--- src/rtl/rlq_pkg.sv ---
// ----------------------------------------------------------------------------
// rlq_pkg: shared types and constants for the range LCM table query block
// Widths, status codes, sequencer states and the arithmetic unit interface.
// ----------------------------------------------------------------------------
package rlq_pkg;

   localparam int TABLE_DEPTH = 256;
   localparam int ADDR_W      = $clog2(TABLE_DEPTH);
   localparam int IDX_W       = 9;
   localparam int VAL_W       = 32;
   localparam int LCM_W       = 63;
   localparam int CNT_W       = $clog2(LCM_W + 1);

   typedef enum logic [2:0] {
      ST_OK        = 3'd0,
      ST_BAD_VALUE = 3'd1,
      ST_FULL      = 3'd2,
      ST_BAD_INDEX = 3'd3,
      ST_OVERFLOW  = 3'd4
   } status_type;

   typedef enum logic [1:0] {
      ARITH_DIV_LONG,
      ARITH_DIV_SHORT,
      ARITH_MUL
   } arith_op_type;

   typedef struct packed {
      logic         go;
      arith_op_type op;
   } arith_req_type;

   typedef struct packed {
      logic done;
      logic overflow;
   } arith_rsp_type;

   typedef enum logic [3:0] {
      S_IDLE,
      S_FIRST_WAIT,
      S_FIRST_DATA,
      S_NEXT_WAIT,
      S_NEXT_DATA,
      S_MOD_WAIT,
      S_GCD_CHECK,
      S_GCD_WAIT,
      S_QUOT_WAIT,
      S_MUL_WAIT
   } state_type;

endpackage

--- src/rtl/rlq_arith.sv ---
// ----------------------------------------------------------------------------
// rlq_arith: iterative divide / multiply engine
// One 64-bit adder shared by restoring division and shift-add multiply,
// one bit per cycle.
// ----------------------------------------------------------------------------
module rlq_arith import rlq_pkg::*; (
   input  logic                clock,
   input  logic                reset,
   input  arith_req_type       arith_req,
   input  logic [LCM_W-1:0]    dp_a,
   input  logic [VAL_W-1:0]    dp_b,
   output arith_rsp_type       arith_rsp,
   output logic [LCM_W-1:0]    dp_num,
   output logic [VAL_W-1:0]    dp_rem
);

   logic                run_ff,   run_in;
   logic                done_ff,  done_in;
   logic                ovf_ff,   ovf_in;
   logic                mul_ff,   mul_in;
   logic [CNT_W-1:0]    cnt_ff,   cnt_in;
   logic [LCM_W-1:0]    num_ff,   num_in;
   logic [LCM_W-1:0]    mcand_ff, mcand_in;
   logic [VAL_W-1:0]    rem_ff,   rem_in;
   logic [VAL_W-1:0]    den_ff,   den_in;

   logic [VAL_W:0]      rp;
   logic [63:0]         add_x, add_y;
   logic                add_cin;
   logic [64:0]         sum;
   logic                ge;

   // shared adder: subtract for divide, accumulate for multiply
   always_comb begin
      rp = {rem_ff, num_ff[LCM_W-1]};
      if (mul_ff) begin
         add_x   = {num_ff, 1'b0};
         add_y   = den_ff[VAL_W-1] ? {1'b0, mcand_ff} : 64'd0;
         add_cin = 1'b0;
      end else begin
         add_x   = {{(64-VAL_W-1){1'b0}}, rp};
         add_y   = ~{{(64-VAL_W){1'b0}}, den_ff};
         add_cin = 1'b1;
      end
      sum = {1'b0, add_x} + {1'b0, add_y} + {64'd0, add_cin};
      ge  = sum[64];
   end

   always_comb begin
      run_in   = run_ff;
      done_in  = 1'b0;
      ovf_in   = ovf_ff;
      mul_in   = mul_ff;
      cnt_in   = cnt_ff;
      num_in   = num_ff;
      mcand_in = mcand_ff;
      rem_in   = rem_ff;
      den_in   = den_ff;
      if (arith_req.go) begin
         run_in = 1'b1;
         ovf_in = 1'b0;
         rem_in = '0;
         case (arith_req.op)
            ARITH_DIV_LONG: begin
               mul_in = 1'b0;
               cnt_in = CNT_W'(LCM_W);
               num_in = dp_a;
               den_in = dp_b;
            end
            ARITH_DIV_SHORT: begin
               mul_in = 1'b0;
               cnt_in = CNT_W'(VAL_W);
               num_in = {dp_a[VAL_W-1:0], {(LCM_W-VAL_W){1'b0}}};
               den_in = dp_b;
            end
            ARITH_MUL: begin
               mul_in   = 1'b1;
               cnt_in   = CNT_W'(VAL_W);
               num_in   = '0;
               mcand_in = dp_a;
               den_in   = dp_b;
            end
            default: begin
               run_in = 1'b0;
            end
         endcase
      end else if (run_ff) begin
         if (mul_ff) begin
            num_in = sum[LCM_W-1:0];
            ovf_in = ovf_ff | sum[64] | sum[63];
            den_in = {den_ff[VAL_W-2:0], 1'b0};
         end else begin
            rem_in = ge ? sum[VAL_W-1:0] : rp[VAL_W-1:0];
            num_in = {num_ff[LCM_W-2:0], ge};
         end
         cnt_in = cnt_ff - CNT_W'(1);
         if (cnt_ff == CNT_W'(1)) begin
            run_in  = 1'b0;
            done_in = 1'b1;
         end
      end
   end

   always_ff @(posedge clock) begin
      if (reset) begin
         run_ff  <= 1'b0;
         done_ff <= 1'b0;
         cnt_ff  <= '0;
         mul_ff  <= 1'b0;
      end else begin
         run_ff  <= run_in;
         done_ff <= done_in;
         cnt_ff  <= cnt_in;
         mul_ff  <= mul_in;
      end
   end

   always_ff @(posedge clock) begin
      ovf_ff   <= ovf_in;
      num_ff   <= num_in;
      mcand_ff <= mcand_in;
      rem_ff   <= rem_in;
      den_ff   <= den_in;
   end

   assign arith_rsp.done     = done_ff;
   assign arith_rsp.overflow = ovf_ff;
   assign dp_num             = num_ff;
   assign dp_rem             = rem_ff;

endmodule

--- config.mk ---
export PLATFORM = sky130hd
export DESIGN_NAME = rlq_arith
export DESIGN_NICKNAME = d
export VERILOG_FILES = /design/src/rtl/rlq_pkg.sv /design/src/rtl/rlq_arith.sv
export SDC_FILE = /design/constraint.sdc
export NUM_CORES = 1
export LEC_CHECK = 0
export BUFFER_PORTS_ARGS = -buffer_cell sky130_fd_sc_hd__buf_2
export CAP_MARGIN = 10
export CORE_UTILIZATION = 40
export CTS_CLUSTER_SIZE = 20
export DETAILED_ROUTE_END_ITERATION = 6
export GPL_TIMING_DRIVEN = 0
export PLACE_DENSITY = 0.56
export SYNTH_ARGS = -nofsm -noshare
export SYNTH_HDL_FRONTEND = slang
export SYNTH_SLANG_ARGS = --single-unit
--- constraint.sdc ---
create_clock -name clock -period 6.3 [get_ports clock]
set_clock_uncertainty 0.1 [all_clocks]
set_input_delay 1.89 -clock clock [delete_from_list [all_inputs] [get_ports clock]]
set_output_delay 1.89 -clock clock [all_outputs]
set_load 0.01 [all_outputs]
# After elaboration in Yosys (flattened, before gate mapping)
# Cells that the tools add are included.
# totals
ff_bits	200
out_inout_bits	97
word_cells	60
ram_bits	0
latchBits	0
memories	0
mem_bits_ro	0
# classes
n_addsub	3
div	0
magnitude_cmp	0
bitwise	5
n_reduce_logical	15
n_shift	0
muxes	22
n_eq_ne	6
n_mul	0
# ops
operator	count
2-to-1 mux 63 bit	4
case mux 63 bit (3 select lines)	1
2-to-1 mux 32 bit	5
2-to-1 mux 64 bit	2
adder 64 x 64 -> 65 bit	1
adder 65 x 1 -> 65 bit	1
NOT 32 -> 64 bit	1
2-to-1 mux 6 bit	2
case mux 6 bit (2 select lines)	1
AND reduction 2 bit	6
equality test 6 x 1 -> 1 bit (second input constant)	1
2-to-1 mux 1 bit	6
nonzero test 2 bit	3
OR reduction 3 bit	2
subtractor 6 x 1 -> 6 bit (second input constant)	1
inequality test 4 x 1 -> 1 bit (second input constant)	1
OR reduction 2 bit	2
inequality test 3 x 2 -> 1 bit (second input constant)	1
AND reduction 3 bit	1
equality test 2 x 1 -> 1 bit (second input constant)	1
equality test 2 bit (second input constant)	1
logical NOT 2 bit	1
inequality test 2 bit (second input constant)	1
NOT 1 bit	2
2 further kinds	3

# Logic depth before layout (Yosys ltp)
# Gate-level depths: netlist of the first run.
# logic_depth
word_depth	7
mapped_depth	21
mapped_depth_nobuf	17

# Worst setup path after synthesis of the first run
# OpenSTA, ideal clock, no wires.
# synth_path
path_type	input-to-reg
startpoint	in arith_req[2] (netlist bit)
endpoint	reg den_ff[0] (enable)
path_slack_ns	0.810
setup_time_ns	0.466
t_arrival_ns	4.924
n_path_buf	3
path_stages	5
path_cell_list	clkbuf_1 > inv_1 > clkbuf_1 > clkbuf_1 > o21ai_0
# synth_via
elab_chain_cells	2
# synth_rtl
element	line	rtl
start, declared	rlq_arith.sv:9	input arith_req_type arith_req,
inequality test 2 bit (no line) / nonzero test 2 bit (equally long branches)	--	
AND reduction 3 bit (no line) (*)	--	
end signal, assigned	rlq_arith.sv:123	den_ff <= den_in;
end, declared	rlq_arith.sv:25	logic [VAL_W-1:0] den_ff, den_in;
# Every way passes the cells marked *; elsewhere a longest branch is shown, timed or not.
# A chain may end at the register's enable or synchronous reset.

# Final worst setup path of the first run
# layout_path
startpoint	reg mul_ff
endpoint	reg rem_ff[30], in the netlist dp_rem[30]
# layout_via
elab_chain_cells	4
# layout_rtl
element	line	rtl
start, declared	rlq_arith.sv:20	logic mul_ff, mul_in;
start signal, assigned	rlq_arith.sv:114	mul_ff <= mul_in;
2-to-1 mux 64 bit	rlq_arith.sv:36	if (mul_ff) begin
adder 64 x 64 -> 65 bit	rlq_arith.sv:45	sum = {1'b0, add_x} + {1'b0, add_y} + {64'd0, add_cin};
adder 65 x 1 -> 65 bit	rlq_arith.sv:45	
2-to-1 mux 32 bit	rlq_arith.sv:93	rem_in = ge ? sum[VAL_W-1:0] : rp[VAL_W-1:0];
end signal, assigned	rlq_arith.sv:122	rem_ff <= rem_in;
end, declared	rlq_arith.sv:24	logic [VAL_W-1:0] rem_ff, rem_in;
# Parallel ways exist; a longest one is shown, timed or not.

==> impl_metrics.toml, run 1 <==
[outcome]
status = "complete, no violations"

[routing]
drc = 0
ant_nets = 0
via_count = 11800
m1WireLength_um = 20100
dr.pass1.iters = 7
wl_met2_um = 21800
drt-total-wl_um = 45800
top_layer_used = "met4"
drt_iter0_drc = 981
drt-wirelength-per-cell_um = 22.4
wl_met3_um = 2850
routed_via_density = 5.74

[setup_path]
required_ps = 6520
endpoint_kind = "flip-flop"
critPathLaunchType = "flip-flop"
path_class = "reg2reg"
cp.arrival_ps = 6090
worst-path-max-fanout = 10

[logic_synthesis]
synth_top_area_cell = "edfxtp_1"
netlist_instances = 1377
synth_area_sq_mm = 0.0132
ys_types = 72
ys.flop_type = "edfxtp_1"
yosysWarnings = 0
syn-num-nets = 1547
synth_enable_flop_cells = 158
synth_top_cells_by_area = "edfxtp_1 36%, ha_1 6.4%, dfxtp_1 6.3%"
ys_seq_area_share_pct = 42.2
synth_seq_cells = 200
yosys.area.top_type_share_pct = 35.8
synth.most_common_cell = "nand2_1"
async_flop_share_pct = 0
synthTopCellsByCount = "199 x nand2_1, 158 x edfxtp_1, 148 x o21ai_0"
avgSynthCellArea_sq_um = 9.62

[global_routing]
grt_pass1_wl_um = 69000
grt_overflow = 0
grt_max_degree = 55
grt_use_total_pct = 27.5
grt_pass1_vias = 11400
antenna_found_initial = 2

[power_and_ir_drop]
power.total_mw = 4.03
p_comb_share_pct = 31.0
p_int_mw = 2.63
power.density_mw_per_mm2 = 260
ir_worst_vdd_uv = 207
sw_frac_of_total_pct = 34.7
p_seq_share_pct = 40.8
leakagePower_nw = 6.42
clock_power_share_pct = 28.2
p_sw_mw = 1.40

[clock_tree]
postCtsSetupRepairBufs = 0
root_buffer = "clkbuf_16"
clockBufferDepth = 2
cts_tree = "done"
cts_max_level = 4
worstSkewPairLatency_ps = 460
cts_resized = 0
cts_inserted_buffers = 17
clkSinkCount = 200
path_clk_slew_ps = 80
hold_buffers = 0

[placed_design]
dp_hpwl_um = 35400
gp_congestion = 0.972
io_buffer_count = 194
dpl_worst_slack_ps = 436

[timing]
grt_setup_unrepaired = "no"
setup_violations = 0
whs_ps = 378
min_period_ps = 5870
finalHoldViolations = 0
slew_viol_final = 0
fin_crit_sh_pct = 93.1
slew_headroom_pct = 32.6
max_freq_ghz = 0.170
fin_setup_tns_ps = 0
tightestPinTransition_ps = 1010
setup_slack_ps = 434

[die]
die_y_um = 184
initial_core_util_pct = 40.7
die_area_sq_mm = 0.0338
die_x_um = 184
core_area_sq_mm = 0.0325
pin_count = 197
row_count = 66

[layout]
nets = 1763
antenna_cells = 0
drive_gt1_share_pct = 21.0
utilization_pct = 47.5
area_delta_synth_final_pct = 16.7
fillCellCount = 3297

[flow_run]
cap_violations = 0

[min_path]
hp-class = "reg2reg"
## cells by family (layout without fill, tap and decap cells)
kind of cell,after synthesis,after routing,synth area share [%]
muxes,126,126,10.1
and+or+nand+nor,371,371,12.6
AOI/OAI and AO/OA,436,436,20.8
adders and majority gates,70,70,6.73
buffers and inverters,113,342,3.56
xor gates and xnor gates,61,61,4.03
DFF,200,200,42.2
## per-layer routing
metal	vias up	GRT usage, %
met5	-	0
met4	0	8.23
met3	60	4.68
met2	395	45.8
met1	5782	36.3
li1	5521	-
## stage by stage
step | area (sq um) | std cells
global placement | 14800 | 2013
floorplan | 13200 | 1377
detailed placement | 14900 | 2016
finish | 15500 | 2048
CTS | 15500 | 2048
global route | 15500 | 2048
## final timing paths
path	startpoint	end	slack, ps	depth (start not counted)
worst max-delay path	mul_ff$_SDFFE_PP0P_	dp_rem[30]$_SDFFE_PP0P_	430	19
worst min register to register	cnt_ff[3]$_SDFFE_PP0P_	cnt_ff[3]$_SDFFE_PP0P_	380	2
worst min-delay path	cnt_ff[3]$_SDFFE_PP0P_	cnt_ff[3]$_SDFFE_PP0P_	380	2
worst max register to register	mul_ff$_SDFFE_PP0P_	dp_rem[30]$_SDFFE_PP0P_	430	19
## final cells by class
class	count	area [sq um]	area share, %
Clock inverter	13	135	0.874
Clock buffer	19	453	2.93
Multi-Input combinational cell	1064	7200	46.6
Buffer	86	374	2.42
Timing Repair Buffer	197	1050	6.82
Sequential cell	200	5590	36.1
Tap cell	442	553	3.58
Inverter	27	101	0.656
## critical path, stage by stage (launching register included)
cell and delay (ps):
dfxtp_1 320, clkbuf_1 410, clkbuf_1 500, clkbuf_1 560, o21ai_0 300, fa_1 480
inv_1 90, fa_1 200, nand2b_1 150, a21oi_1 120, o21ai_2 280, a211oi_2 130
o21ai_2 280, a21oi_2 120, o211ai_2 250, a21oi_2 130, nor3_4 590, buf_6 260
mux2i_1 310, a21oi_1 110
## power groups by stage
stage	clock, mW	sequential (mW)	combinational [mW]
6_report	1.14	1.64	1.25
5_1_grt	1.20	1.65	1.37
4_1_cts	1.15	1.64	1.24
3_5_place_dp	0	1.67	1.23
3_3_place_gp	0	1.68	1.22
2_1_floorplan	0	1.67	0.818
## flip-flops by register name, indices dropped and copies added, names as in the netlist
name	cells
dp_num	63
den_ff	32
ovf_ff	1
cnt_ff	6
dp_rem	32
done_ff	1
mcand_ff	63
mul_ff	1
run_ff	1
## placed cells by master (no fill, tap or decap), types with 41 or more instances in the layout
cell      count
o21ai_0     147
edfxtp_1    158
nor2_1       63
dfxtp_1      42
ha_1         68
buf_2       199
a21o_1       41
a21oi_1     120
mux2_2       63
clkbuf_1     64
nand2_1     199
mux2i_1      63
(Power assumes the default switching activity.)
==> run 2, diff against run 1 <==
--- a/config.mk
+++ b/config.mk
@@ -12,6 +12,7 @@
 export DETAILED_ROUTE_END_ITERATION = 6
 export GPL_TIMING_DRIVEN = 0
 export PLACE_DENSITY = 0.56
+export RECOVER_POWER = 50
 export SYNTH_ARGS = -nofsm -noshare
 export SYNTH_HDL_FRONTEND = slang
 export SYNTH_SLANG_ARGS = --single-unit
==> run 2 against run 1 <==
Against the previous run: the flow now finishes with violations (max-capacitance violations, max-slew violations); clock power about the same; utilization down 0.68 points; final area down 1.4%; die area unchanged; first-iteration DRC count up 2.2%; combinational power about the same; largest cell class unchanged; highest routed layer unchanged.
==> impl_metrics.toml, run 2 (synthesis gave the netlist of run 1 again) <==
[clock_tree]
cts_max_level = 4
root_buffer = "clkbuf_16"
path_clk_slew_ps = 80
clockBufferDepth = 2
cts_inserted_buffers = 17
postCtsSetupRepairBufs = 0
worstSkewPairLatency_ps = 460
hold_buffers = 0
clkSinkCount = 200
cts_tree = "done"
cts_resized = 0

[timing]
tightestPinTransition_ps = 1690
setup_violations = 0
min_period_ps = 5830
grt_setup_unrepaired = "no"
max_freq_ghz = 0.172
slew_headroom_pct = -12.9
finalHoldViolations = 0
fin_crit_sh_pct = 92.5
slew_viol_final = 54

[routing]
ant_nets = 0
drt-total-wl_um = 45900
via_count = 11800
drt_iter0_drc = 1003
dr.pass1.iters = 5
drt-wirelength-per-cell_um = 22.4
drc = 0
routed_via_density = 5.74

[global_routing]
grt_max_degree = 55
grt_pass1_vias = 11400
grt_overflow = 0
grt_use_total_pct = 27.5
grt_pass1_wl_um = 69000
antenna_found_initial = 1

[power_and_ir_drop]
ir_worst_vdd_uv = 208
power.density_mw_per_mm2 = 263
leakagePower_nw = 5.93
power.total_mw = 4.01

[layout]
area_delta_synth_final_pct = 15.0
ff_latch_area_sq_mm = 0.00559
multi_input_area_sq_mm = 0.00720
layout_commonest_cell = "clkbuf_1"
fin_area_sq_mm = 0.0152
drive_gt1_share_pct = 11.1
stdcell_count = 2048
fillCellCount = 3364
final_cell_mix = "222 x clkbuf_1, 199 x nand2_1, 158 x edfxtp_1"
antenna_cells = 0
nets = 1763

[placed_design]
placed_cell_area_sq_mm = 0.0149
dp_cells = 2016
io_buffer_count = 194
gp_congestion = 0.972
dp_hpwl_um = 35400

[outcome]
status = "complete, but fails checks"
violations = "max-capacitance violations, max-slew violations"

[setup_path]
endpoint_kind = "flip-flop"
required_ps = 6530
critPathLaunchType = "flip-flop"
worst-path-max-fanout = 10
cp.arrival_ps = 6050
path_class = "reg2reg"

[die]
row_count = 66
die_x_um = 184
core_area_sq_mm = 0.0325
die_area_sq_mm = 0.0338
initial_core_util_pct = 40.7
die_y_um = 184
pin_count = 197

[min_path]
hp-class = "reg2reg"

[flow_run]
cap_violations = 1
[run 2: cell count changes in the layout (fill, tap and decap cells not counted), sizes merged]
cell    before  now
buf        218   60
clkbuf      84  242
[run 2: critical path: stages (launching register included)]
cell and delay, ps:
dfxtp_1 320, clkbuf_1 400, clkbuf_1 480, clkbuf_1 700, nor2b_1 150, fa_1 480, inv_1 90, fa_1 210
nand2b_1 150, a21oi_1 120, o21ai_2 280, a211oi_2 130, o21ai_2 270, a21oi_2 120, o211ai_2 250, a21oi_2 130
nor3_4 600, buf_6 260, mux2i_1 310, a21oi_1 100
[run 2: routing by layer]
metal  share of wire [%]  wire, um  up-vias  track usage [%]
li1                    -         -     5517                -
met1                  44     20100     5747             36.3
met2                  47     21700      430             45.8
met3                 6.7      3070       62             4.68
met4                 2.4      1110        0             8.23
met5                   0         0        -                0
[run 2: path summary, 6_finish.rpt]
path / from / end / slack (ps) / cells after the start
max: mul_ff$_SDFFE_PP0P_ / dp_rem[30]$_SDFFE_PP0P_ / 470 / 19
min: cnt_ff[3]$_SDFFE_PP0P_ / cnt_ff[3]$_SDFFE_PP0P_ / 380 / 2
max reg2reg: mul_ff$_SDFFE_PP0P_ / dp_rem[30]$_SDFFE_PP0P_ / 470 / 19
min reg2reg: cnt_ff[3]$_SDFFE_PP0P_ / cnt_ff[3]$_SDFFE_PP0P_ / 380 / 2
[run 2: power breakdown]
part | internal (mW) | switching (mW) | leakage (nW)
Combinational | 0.466 | 0.757 | 3.79
Sequential | 1.56 | 0.0873 | 1.85
Clock | 0.580 | 0.560 | 0.283
[run 2: area by class of cell]
class | count | share of cell area, %
plain buffers | 86 | 2.43
clock buffers | 19 | 2.97
clock inverters | 13 | 0.887
inverters | 27 | 0.665
multi-input cells | 1064 | 47.3
flip-flops and latches | 200 | 36.7
well taps | 442 | 3.63
repair buffers | 197 | 5.48
[run 2: per-stage QoR]
step	utilization, %	setup slack (ps)	TNS (ps)	hold WS [ps]
2_1_floorplan	-	810	0	344
3_3_place_gp	45.4	-2030	-128640	358
3_5_place_dp	45.7	436	0	370
4_1_cts	47.5	414	0	381
5_1_grt	46.8	79.7	0	406
6_report	46.8	473	0	378
